==> src/sv/peer_presence_aging_table_defines.svh <==
// assertion macros for the peer presence aging table
// expects i_clk and the active-low synchronous reset i_rst_n in the using scope
`ifndef PEER_PRESENCE_AGING_TABLE_DEFINES_SVH
`define PEER_PRESENCE_AGING_TABLE_DEFINES_SVH

// same-cycle implication
`define PPAT_ASSERT_NOW(lbl, ante, cons, msg) \
    lbl: assert property (@(posedge i_clk) disable iff (!i_rst_n) (ante) |-> (cons)) \
        else $error(msg);

// next-cycle implication
`define PPAT_ASSERT_NXT(lbl, ante, cons, msg) \
    lbl: assert property (@(posedge i_clk) disable iff (!i_rst_n) (ante) |=> (cons)) \
        else $error(msg);

`endif

==> src/sv/ppat_pkg.sv <==
// constants and codes for the peer presence aging table
// no dependencies
package ppat_pkg;

    localparam int TABLE_DEPTH_DEFAULT = 32;
    localparam int KEY_BITS_DEFAULT    = 48;
    localparam int STAMP_W             = 32;
    localparam int CFG_DATA_W          = 32;
    localparam int CNT_OUT_W           = 6;
    localparam int OUT_TDATA_W         = 16;

    localparam logic [STAMP_W-1:0] RESET_TIMEOUT = 32'd60;

    // configuration register indexes
    localparam logic CFG_LIVE_TIMEOUT   = 1'b0;
    localparam logic CFG_CHECK_INTERVAL = 1'b1;

    // item kinds
    localparam logic OP_TICK     = 1'b0;
    localparam logic OP_ANNOUNCE = 1'b1;

endpackage

==> src/sv/peer_presence_aging_table.sv <==
// peer presence aging table: key/stamp memory with fused aging sweep and lookup
// depends on ppat_pkg and peer_presence_aging_table_defines.svh
//
// channel    dir  handshake                    payload
// s_axis     in   tvalid / tready              tuser opcode, tdata peer_key
// m_axis     out  tvalid / tready              tdata active_count .. removed_count
// cfg        in   i_cfg_valid / o_cfg_ready    i_cfg_index, i_cfg_data
//
// tick item: the transfer moves to S_RESULT, which loads the result register once m_axis is free
// announce item: S_SCAN over the stored entries, then S_FINISH and S_RESULT; one read and at most one write per cycle
// the scan is a single read/modify/write pass over the table
// reset clears counters and registers only, no clearing pass of the memory
// a result waiting on m_axis holds the block after its next item is done
`include "peer_presence_aging_table_defines.svh"

module peer_presence_aging_table #(
    parameter int TABLE_DEPTH = ppat_pkg::TABLE_DEPTH_DEFAULT,
    parameter int KEY_BITS    = ppat_pkg::KEY_BITS_DEFAULT
) (
    input  logic                                 i_clk,
    input  logic                                 i_rst_n,
    input  logic                                 i_s_axis_tvalid,
    output logic                                 o_s_axis_tready,
    // peer_key
    input  logic [((KEY_BITS+7)/8)*8-1:0]        i_s_axis_tdata,
    // opcode
    input  logic                                 i_s_axis_tuser,
    output logic                                 o_m_axis_tvalid,
    input  logic                                 i_m_axis_tready,
    // active_count, was_new, dropped_full, removed_count, zero fill
    output logic [ppat_pkg::OUT_TDATA_W-1:0]     o_m_axis_tdata,
    input  logic                                 i_cfg_valid,
    output logic                                 o_cfg_ready,
    input  logic                                 i_cfg_index,
    input  logic [ppat_pkg::CFG_DATA_W-1:0]      i_cfg_data
);
    import ppat_pkg::*;

    localparam int AW    = (TABLE_DEPTH > 1) ? $clog2(TABLE_DEPTH) : 1;
    localparam int CW    = $clog2(TABLE_DEPTH + 1);
    localparam int ENT_W = KEY_BITS + STAMP_W;
    localparam logic [CW-1:0] DEPTH_C = CW'(TABLE_DEPTH);

    typedef enum logic [1:0] {S_IDLE, S_SCAN, S_FINISH, S_RESULT} t_state;

    t_state                  r_state;
    logic [ENT_W-1:0]        r_mem [TABLE_DEPTH];
    logic [ENT_W-1:0]        r_mem_q;
    logic [STAMP_W-1:0]      r_live_timeout;
    logic [STAMP_W-1:0]      r_check_interval;
    logic [STAMP_W-1:0]      r_now;
    logic [STAMP_W-1:0]      r_last_sweep;
    logic [CW-1:0]           r_count;
    logic [CW-1:0]           r_n;
    logic [CW-1:0]           r_rd;
    logic [CW-1:0]           r_wr;
    logic [CW-1:0]           r_removed;
    logic                    r_pend;
    logic                    r_sweep;
    logic                    r_found;
    logic                    r_res_new;
    logic                    r_res_drop;
    logic [KEY_BITS-1:0]     r_key;
    logic                    r_out_valid;
    logic [OUT_TDATA_W-1:0]  r_out_tdata;

    logic                    s_xfer;
    logic                    rd_en;
    logic                    we;
    logic [AW-1:0]           waddr;
    logic [ENT_W-1:0]        wdata;
    logic [KEY_BITS-1:0]     q_key;
    logic [STAMP_W-1:0]      q_stamp;
    logic [STAMP_W-1:0]      q_age;
    logic                    q_alive;
    logic                    q_match;
    logic                    room;

    assign o_s_axis_tready = (r_state == S_IDLE);
    assign s_xfer          = i_s_axis_tvalid && o_s_axis_tready;
    assign o_cfg_ready     = 1'b1;
    assign o_m_axis_tvalid = r_out_valid;
    assign o_m_axis_tdata  = r_out_tdata;

    assign rd_en   = (r_state == S_SCAN) && (r_rd < r_n);
    assign q_key   = r_mem_q[ENT_W-1:STAMP_W];
    assign q_stamp = r_mem_q[STAMP_W-1:0];
    assign q_age   = r_now - q_stamp;
    assign q_alive = !r_sweep || (q_age <= r_live_timeout);
    assign q_match = (q_key == r_key);
    assign room    = (r_wr < DEPTH_C);

    always_comb begin
        we    = 1'b0;
        waddr = r_wr[AW-1:0];
        wdata = {r_key, r_now};
        if (r_state == S_SCAN && r_pend && q_alive) begin
            // compacted copy, stamp refreshed on key match
            we    = 1'b1;
            wdata = {q_key, q_match ? r_now : q_stamp};
        end else if (r_state == S_FINISH && !r_found && room) begin
            we = 1'b1;
        end
    end

    always_ff @(posedge i_clk) begin
        if (we) begin
            r_mem[waddr] <= wdata;
        end
        if (rd_en) begin
            r_mem_q <= r_mem[r_rd[AW-1:0]];
        end
    end

    always_ff @(posedge i_clk) begin
        if (!i_rst_n) begin
            r_state          <= S_IDLE;
            r_out_valid      <= 1'b0;
            r_count          <= '0;
            r_now            <= '0;
            r_last_sweep     <= '0;
            r_live_timeout   <= RESET_TIMEOUT;
            r_check_interval <= RESET_TIMEOUT;
            r_pend           <= 1'b0;
        end else begin
            if (i_cfg_valid && o_cfg_ready) begin
                unique case (i_cfg_index)
                    CFG_LIVE_TIMEOUT:   r_live_timeout   <= i_cfg_data;
                    CFG_CHECK_INTERVAL: r_check_interval <= i_cfg_data;
                    default:            r_live_timeout   <= r_live_timeout;
                endcase
            end
            if (r_out_valid && i_m_axis_tready && r_state != S_RESULT) begin
                r_out_valid <= 1'b0;
            end
            unique case (r_state)
                S_IDLE: begin
                    if (s_xfer) begin
                        if (i_s_axis_tuser == OP_TICK) begin
                            r_now      <= r_now + 1'b1;
                            r_res_new  <= 1'b0;
                            r_res_drop <= 1'b0;
                            r_removed  <= '0;
                            r_state    <= S_RESULT;
                        end else begin
                            r_key   <= i_s_axis_tdata[KEY_BITS-1:0];
                            r_sweep <= (r_now - r_last_sweep) > r_check_interval;
                            r_n     <= r_count;
                            r_rd    <= '0;
                            r_wr    <= '0;
                            r_pend  <= 1'b0;
                            r_found <= 1'b0;
                            r_state <= S_SCAN;
                        end
                    end
                end
                S_SCAN: begin
                    r_pend <= rd_en;
                    if (rd_en) begin
                        r_rd <= r_rd + 1'b1;
                    end
                    if (r_pend && q_alive) begin
                        r_wr <= r_wr + 1'b1;
                        if (q_match) begin
                            r_found <= 1'b1;
                        end
                    end
                    if (!rd_en && !r_pend) begin
                        r_state <= S_FINISH;
                    end
                end
                S_FINISH: begin
                    r_removed <= r_n - r_wr;
                    if (r_sweep) begin
                        r_last_sweep <= r_now;
                    end
                    if (r_found) begin
                        r_count    <= r_wr;
                        r_res_new  <= 1'b0;
                        r_res_drop <= 1'b0;
                    end else if (room) begin
                        r_count    <= r_wr + 1'b1;
                        r_res_new  <= 1'b1;
                        r_res_drop <= 1'b0;
                    end else begin
                        r_count    <= r_wr;
                        r_res_new  <= 1'b0;
                        r_res_drop <= 1'b1;
                    end
                    r_state <= S_RESULT;
                end
                S_RESULT: begin
                    if (!r_out_valid || i_m_axis_tready) begin
                        r_out_valid <= 1'b1;
                        r_out_tdata <= {2'b00, CNT_OUT_W'(r_removed), r_res_drop,
                                        r_res_new, CNT_OUT_W'(r_count)};
                        r_state     <= S_IDLE;
                    end
                end
                default: r_state <= S_IDLE;
            endcase
        end
    end

    `PPAT_ASSERT_NOW(a_count_bound, 1'b1, r_count <= DEPTH_C, "entry count beyond depth")
    `PPAT_ASSERT_NOW(a_wr_behind_rd, r_state == S_SCAN && r_pend, r_wr < r_rd,
        "compaction write overtakes read")
    `PPAT_ASSERT_NOW(a_new_or_drop, r_state == S_RESULT, !(r_res_new && r_res_drop),
        "new and dropped flags both set")
    `PPAT_ASSERT_NXT(a_busy_after_xfer, s_xfer, !o_s_axis_tready,
        "input ready right after a transfer")

endmodule

==> config.mk <==
export PLATFORM = sky130hd
export DESIGN_NAME = peer_presence_aging_table
export DESIGN_NICKNAME = d
export VERILOG_FILES = /design/src/sv/ppat_pkg.sv /design/src/sv/peer_presence_aging_table.sv
export VERILOG_INCLUDE_DIRS = /design/src /design/src/sv
export SDC_FILE = /design/constraint.sdc
export NUM_CORES = 2
export LEC_CHECK = 0
export BUFFER_PORTS_ARGS = -buffer_cell sky130_fd_sc_hd__buf_2
export CAP_MARGIN = 40
export CORE_ASPECT_RATIO = 0.8
export CORE_MARGIN = 2
export CORE_UTILIZATION = 45
export CTS_CLUSTER_DIAMETER = 200
export DETAILED_ROUTE_END_ITERATION = 12
export PLACE_DENSITY_LB_ADDON = 0.3
export SYNTH_ARGS = -nofsm -noshare
export SYNTH_HDL_FRONTEND = slang
export SYNTH_SLANG_ARGS = --single-unit
==> constraint.sdc <==
create_clock -name i_clk -period 12.15 [get_ports i_clk]
set_input_delay 0 -clock i_clk [delete_from_list [all_inputs] [get_ports i_clk]]
set_output_delay 0 -clock i_clk [all_outputs]
set_load 0.02 [all_outputs]
# Word-level counts from Yosys, hierarchy flattened
# Memory sizes are Yosys's and may differ from the RTL's. A register that Yosys moved wholly into a read port is not among the register bits.
# Cells that the tools add are included.
# totals
word_cells	115
regBits	228
n_memories	1
ram_bits	2560
# classes
n_reduce_logical	32
n_mux	39
order_cmp	4
n_eq_ne	13
n_bitwise	2
add_sub_neg	6
# memory_table
memory	depth	width	rd	rd_clocked_by_memory_dff	write_ports	line	source
r_mem	32	80	1	1	1	peer_presence_aging_table.sv:47	logic [ENT_W-1:0] r_mem [TABLE_DEPTH];
# op_table
operator	n
80-bit two-way mux	1
32-bit subtractor	2
48-bit == test	1
6-bit two-way mux	8
6-bit case mux with 2 select lines	3
32-bit by 1-bit adder with 32-bit output, second input constant	1
32-bit > comparator	1
32-bit less-or-equal comparator	1
32-bit two-way mux	1
1-bit two-way mux	17
6-bit by 1-bit adder with 6-bit output, second input constant	2
3-bit AND reduction	4
1-bit logical AND	10
2-bit inequality test, second input constant	5
5-bit AND reduction	2
2-bit two-way mux	4
2-bit by 1-bit inequality test with 1-bit output, second input constant	4
1-bit case mux with 2 select lines	4
2-bit case mux with 4 select lines	1
4-bit AND reduction	2
6-bit < comparator	1
6-bit < comparator, second input constant	1
2-bit AND reduction	3
6-bit AND reduction	1
other kinds (8)	16

# Longest topological paths before layout
# depth
ltp_word	7
mapped_depth	21
ltp_nobuf	21

# Worst setup path before layout
# Ideal clock, no wire load.
# synth_timing
path_kind	register to register
start	register r_n[1]
end	register r_state[1]
slack_ns	3.557
required_time_ns	12.023
setup_ns	0.127
path_stages_with_launch	10
t_arrival_ns	8.466
path_buffers	0
path_cell_list	edfxtp_1 inv_1 ha_1 a21o_1 a21o_1 a21o_1 a21o_1 a211oi_1 o21ai_0 o311a_1
# synth_between
elab_chain_cells	6
# synth_lines
item	line	source
start, declared	peer_presence_aging_table.sv:54	logic [CW-1:0] r_n;
start signal, assigned	peer_presence_aging_table.sv:148	r_n <= r_count;
6-bit < comparator	peer_presence_aging_table.sv:85	assign rd_en = (r_state == S_SCAN) && (r_rd < r_n);
1-bit logical AND	peer_presence_aging_table.sv:85	
named net rd_en	peer_presence_aging_table.sv:68	logic rd_en;
1-bit logical NOT	peer_presence_aging_table.sv:168	if (!rd_en && !r_pend) begin
1-bit logical AND	peer_presence_aging_table.sv:168	
2-bit by 1-bit inequality test with 1-bit output (no source line)	n/a	
3-bit AND reduction (no source line)	n/a	
end signal, assigned	peer_presence_aging_table.sv:169	r_state <= S_FINISH;
end signal, assigned	peer_presence_aging_table.sv:190	r_state <= S_RESULT;
end signal, assigned	peer_presence_aging_table.sv:197	r_state <= S_IDLE;
end, declared	peer_presence_aging_table.sv:46	t_state r_state;
# The timed path passes the listed nets, and every way through them passes these cells.
# A chain may end at the register's enable or synchronous reset.

# Worst setup path after layout
# layout_timing
start	register r_now[15]
end	memory r_mem[16][58] (netlist name), enable pin
# layout_between
elab_chain_cells	7
# layout_lines
item	line	source
start, declared	peer_presence_aging_table.sv:51	logic [STAMP_W-1:0] r_now;
start signal, assigned	peer_presence_aging_table.sv:140	r_now <= r_now + 1'b1;
32-bit subtractor	peer_presence_aging_table.sv:88	assign q_age = r_now - q_stamp;
32-bit less-or-equal comparator	peer_presence_aging_table.sv:89	assign q_alive = !r_sweep || (q_age <= r_live_timeout);
1-bit logical OR	peer_presence_aging_table.sv:89	
1-bit logical AND	peer_presence_aging_table.sv:97	if (r_state == S_SCAN && r_pend && q_alive) begin
1-bit two-way mux	peer_presence_aging_table.sv:97	
1-bit two-way mux	peer_presence_aging_table.sv:107	if (we) begin
1-bit two-way mux (implied by the code)	peer_presence_aging_table.sv:108	r_mem[waddr] <= wdata;
end, declared	peer_presence_aging_table.sv:47	
# Every way passes these cells.

==> summary.md <==
| Metric | Value |
|---|---|
| Status | finished clean |
| Kind of critical path | flop to flop |
| Synth async-reset ratio | 0% |
| Die height | ~460 um |
| Mux cell area share after synthesis | 17.4% |
| Total power draw | between 20000 and 25000 uW |
| Die width | 568 um |
| Post-Syn Instances | approximately 5.5k |
| Setup Skew | around 0.059 ns |
| Crit-path max FO | 45 |
| Clock buffer depth | 4 |
| Yosys reg bits | between 2k and 3k |
| Post-synthesis adder-cell area fraction | ~1.7% |
| CTS tree | yes |
| Post-synth EDFFs | between 2k and 3k |
| Vias in the first global route | approximately 57k |
| CTS Buf Count | roughly 280 |
| Post-CTS Setup Bufs | 0 |
| Pwr Density | around 190 nW/um^2 |
| Root Buffer | clkbuf_16 |
| Register area share after synthesis | 73.9% |
| Crit path required time | approximately 13 ns |
| Worst slack, placed | just under 5 ns |
| DRT Pass-1 Iters | 6 |
| DR iter-0 viols | approximately 7.0k |
| RD Place Congestion | about 0.84 |
| Clock Sinks | 2868 |
| Via count | around 56k |
| Post-route setup slack | roughly 4.8 ns |
| Layout area overhead | 14.0% |
| Ys flop type | edfxtp_1 |
| Antenna viol nets, final | 0 |
| Simple-Gate Fraction of Synth Area | around 2.3% |
| WL/cell | approximately 30 um |
| DR DRC count | 0 |
| Max Cap Viol | 0 |
| VDD IR max | 0.198 mV |
| Synth top area share | a little under three quarters |
| Setup violators final | 0 |
| Synth Warn # | 0 |
| Mapped cell area | between 100000 and 150000 um^2 |
| Largest net degree at the start of global routing | 141 |
| Mean Syn Cell Area | around 21 um^2 |
| Cts repair resizes | 0 |
| Total Wirelength | between 200 and 300 mm |
| Post-route minimum period | approximately 7.3 ns |
| Pins Over Slew Limit | 0 |
| Synth Area in Compound Gates | under 10% |
| Placed cells | slightly below 9k |
| Port Buffers | roughly 100 |
| Fmax | around 140 MHz |
| Static leakage | 0.0435 uW |
| Worst-Margin Slew | ~1.1 ns |
| Clk slew on worst S/H paths | ~0.06 ns |
| Row cnt | 165 |
| Die area | 259000 um^2 |
| DP HPWL | between 150 and 200 mm |
| Largest family of logic cells by synthesized area | multiplexers |
| Antenna violations before repair | 9 |
| CP Launch Type | flop |
| Initial Utilization | 45.3% |
| Synth area leader | edfxtp_1 |
| Top cells by area in the synthesized netlist | edfxtp_1 71%, mux4_2 16%, dfxtp_1 2.4% |
| TNS Setup | 0 ns |
| First-pass GRT wire length | ~410 mm |
| Hold crit path type | input pin to flop |
| Final Non-Filler Cells | 9458 |
| Netlist cell types | 66 |
| Capturing element type of the critical path | flop |
| Hold Vio Cnt, Final | 0 |
| Core area | around 250000 um^2 |
| Nets@finish | between 6k and 7k |
| RSZ-0062 raised after global routing | no |
| GRT overflow | 0 |
| H-tree depth | 5 |
| Drt via density | around 6.0 |
| Share of cells above drive strength 1 | around a quarter |
| Number of I/O pins | around 110 |
| Synth Area in XOR/XNOR | ~1.1% |
| Worst skew pair latency | a little under 0.9 ns |
| Period utilisation layout | 60.2% |
| Headroom to the max-slew limit | around 30% |
| Worst Path Arrival | 7.78 ns |
| Global Route Usage Sum | a little over a fifth |
==> path summary, 6_finish.rpt <==
kind / from / to / slack, ns / cells past startpoint
setup / recovery: r_now[15] / r_mem[16][58] / 4.84 / 19
setup reg to reg: r_now[15] / r_mem[16][58] / 4.84 / 19
hold / removal: i_cfg_data[31] / r_check_interval[31] / 0.09 / 4
hold reg to reg: r_removed[4] / o_m_axis_tdata[12] / 0.42 / 0
==> placed cells by master, fill, tap and decap left out, types with 14 or more instances in the layout <==
cell type	count
edfxtp_1	2730
mux4_2	800
clkbuf_16	292
nand2_1	258
dlygate4sd3_1	190
inv_1	167
ha_1	147
dfxtp_1	138
mux2_2	131
xnor2_1	126
buf_2	102
a21oi_1	94
a21boi_0	90
buf_4	67
clkinv_1	60
clkbuf_1	54
clkinv_2	52
and2_1	47
nor2_1	43
a21o_1	40
o21ai_0	40
nand4_1	34
and3_4	32
nand3_1	28
mux2_4	25
xor2_1	23
o211ai_1	22
buf_16	21
bufinv_16	20
nor2b_1	19
nor3_1	19
buf_12	19
o21a_1	14
and3_1	14
==> cells in the mapped netlist (34+ instances only) <==
cell type,count
edfxtp_1,2730
mux4_2,800
nand2_1,259
clkbuf_1,188
inv_1,167
ha_1,147
dfxtp_1,138
mux2_2,131
xnor2_1,126
a21oi_1,94
a21boi_0,90
and2_1,47
and3_1,46
buf_2,45
nor2_1,45
a21o_1,40
o21ai_0,40
nand4_1,34
==> what timing repair did <==
| action | 4_1_cts | 5_1_grt |
|---|---|---|
| endpoints found under the hold margin | 177 | 0 |
| setup endpoints to repair | 0 | 0 |
| hold buffers | 190 | 0 |
==> power breakdown <==
group	total, uW	internal (uW)	switching, uW	leakage (uW)
logic	4450	2030	2420	0.0120
clock network	8520	4840	3680	0.00434
registers	11300	11200	122	0.0271
total	24300	18000	6230	0.0435
==> flip-flops by register name, indices dropped and copies added, names as in the netlist, 6 cells and up <==
| name | cells |
|---|---|
| r_mem | 2560 |
| r_check_interval | 32 |
| r_count | 6 |
| r_wr | 6 |
| o_m_axis_tdata | 14 |
| r_live_timeout | 32 |
| r_n | 6 |
| r_last_sweep | 32 |
| r_rd | 6 |
| r_mem_q | 80 |
| r_now | 32 |
| r_removed | 6 |
| r_key | 48 |
==> critical path, stage by stage (launching register included) <==
cell	delay, ns
dfxtp_1	0.38
ha_1	0.46
and4_1	0.27
and3_1	0.28
nand3_1	0.10
a211oi_1	0.41
o31ai_1	0.18
a21oi_1	0.28
mux2_2	0.38
a221oi_1	0.27
ha_1	0.21
nand4_1	0.15
nor4_2	0.63
nand3_1	0.14
a21oi_1	0.24
and2_1	0.22
or3_1	0.39
buf_8	0.26
and3_4	0.76
buf_4	0.85
==> layout make-up <==
cell class / instances / area [um^2]
Fill cell: 19500 / 122000
Clock buffer: 347 / 7520
Sequential cell: 2868 / 84700
Antenna cell: 2 / 5.00
Inverter: 167 / 627
Clock inverter: 155 / 1300
Timing Repair Buffer: 401 / 3900
Multi-Input combinational cell: 2178 / 28500
Tap cell: 3340 / 4180
==> metrics by stage <==
step / hold slack [ns] / util [%] / instance area [um^2]
after floorplan: 0.0989 / - / 115000
after CTS: 0.0229 / 51.7 / 131000
final: 0.0854 / 51.7 / 131000
after global routing: 0.0553 / 51.7 / 131000
after global placement: 0.178 / 47.1 / 119000
after detailed placement: 0.178 / 47.4 / 120000
==> cells by family after synthesis <==
logic type,after synthesis
other cells,2
buf+inv,421
compound gates,374
simple gates,540
xor+xnor,149
mux,962
fa+ha+maj,150
flops,2868
==> layer usage <==
metal  part of all wire [%]  routed length, um  vias to the layer above  global-route usage (%)
li1                       -                  -                    23400                       -
met1                     44             123000                    30300                    32.6
met2                     47             131000                     2396                    33.3
met3                    7.0              19600                      358                    2.83
met4                    1.7               4840                        2                    4.11
met5                 0.0047                 13                        -                       0
(Power assumes the default switching activity.)
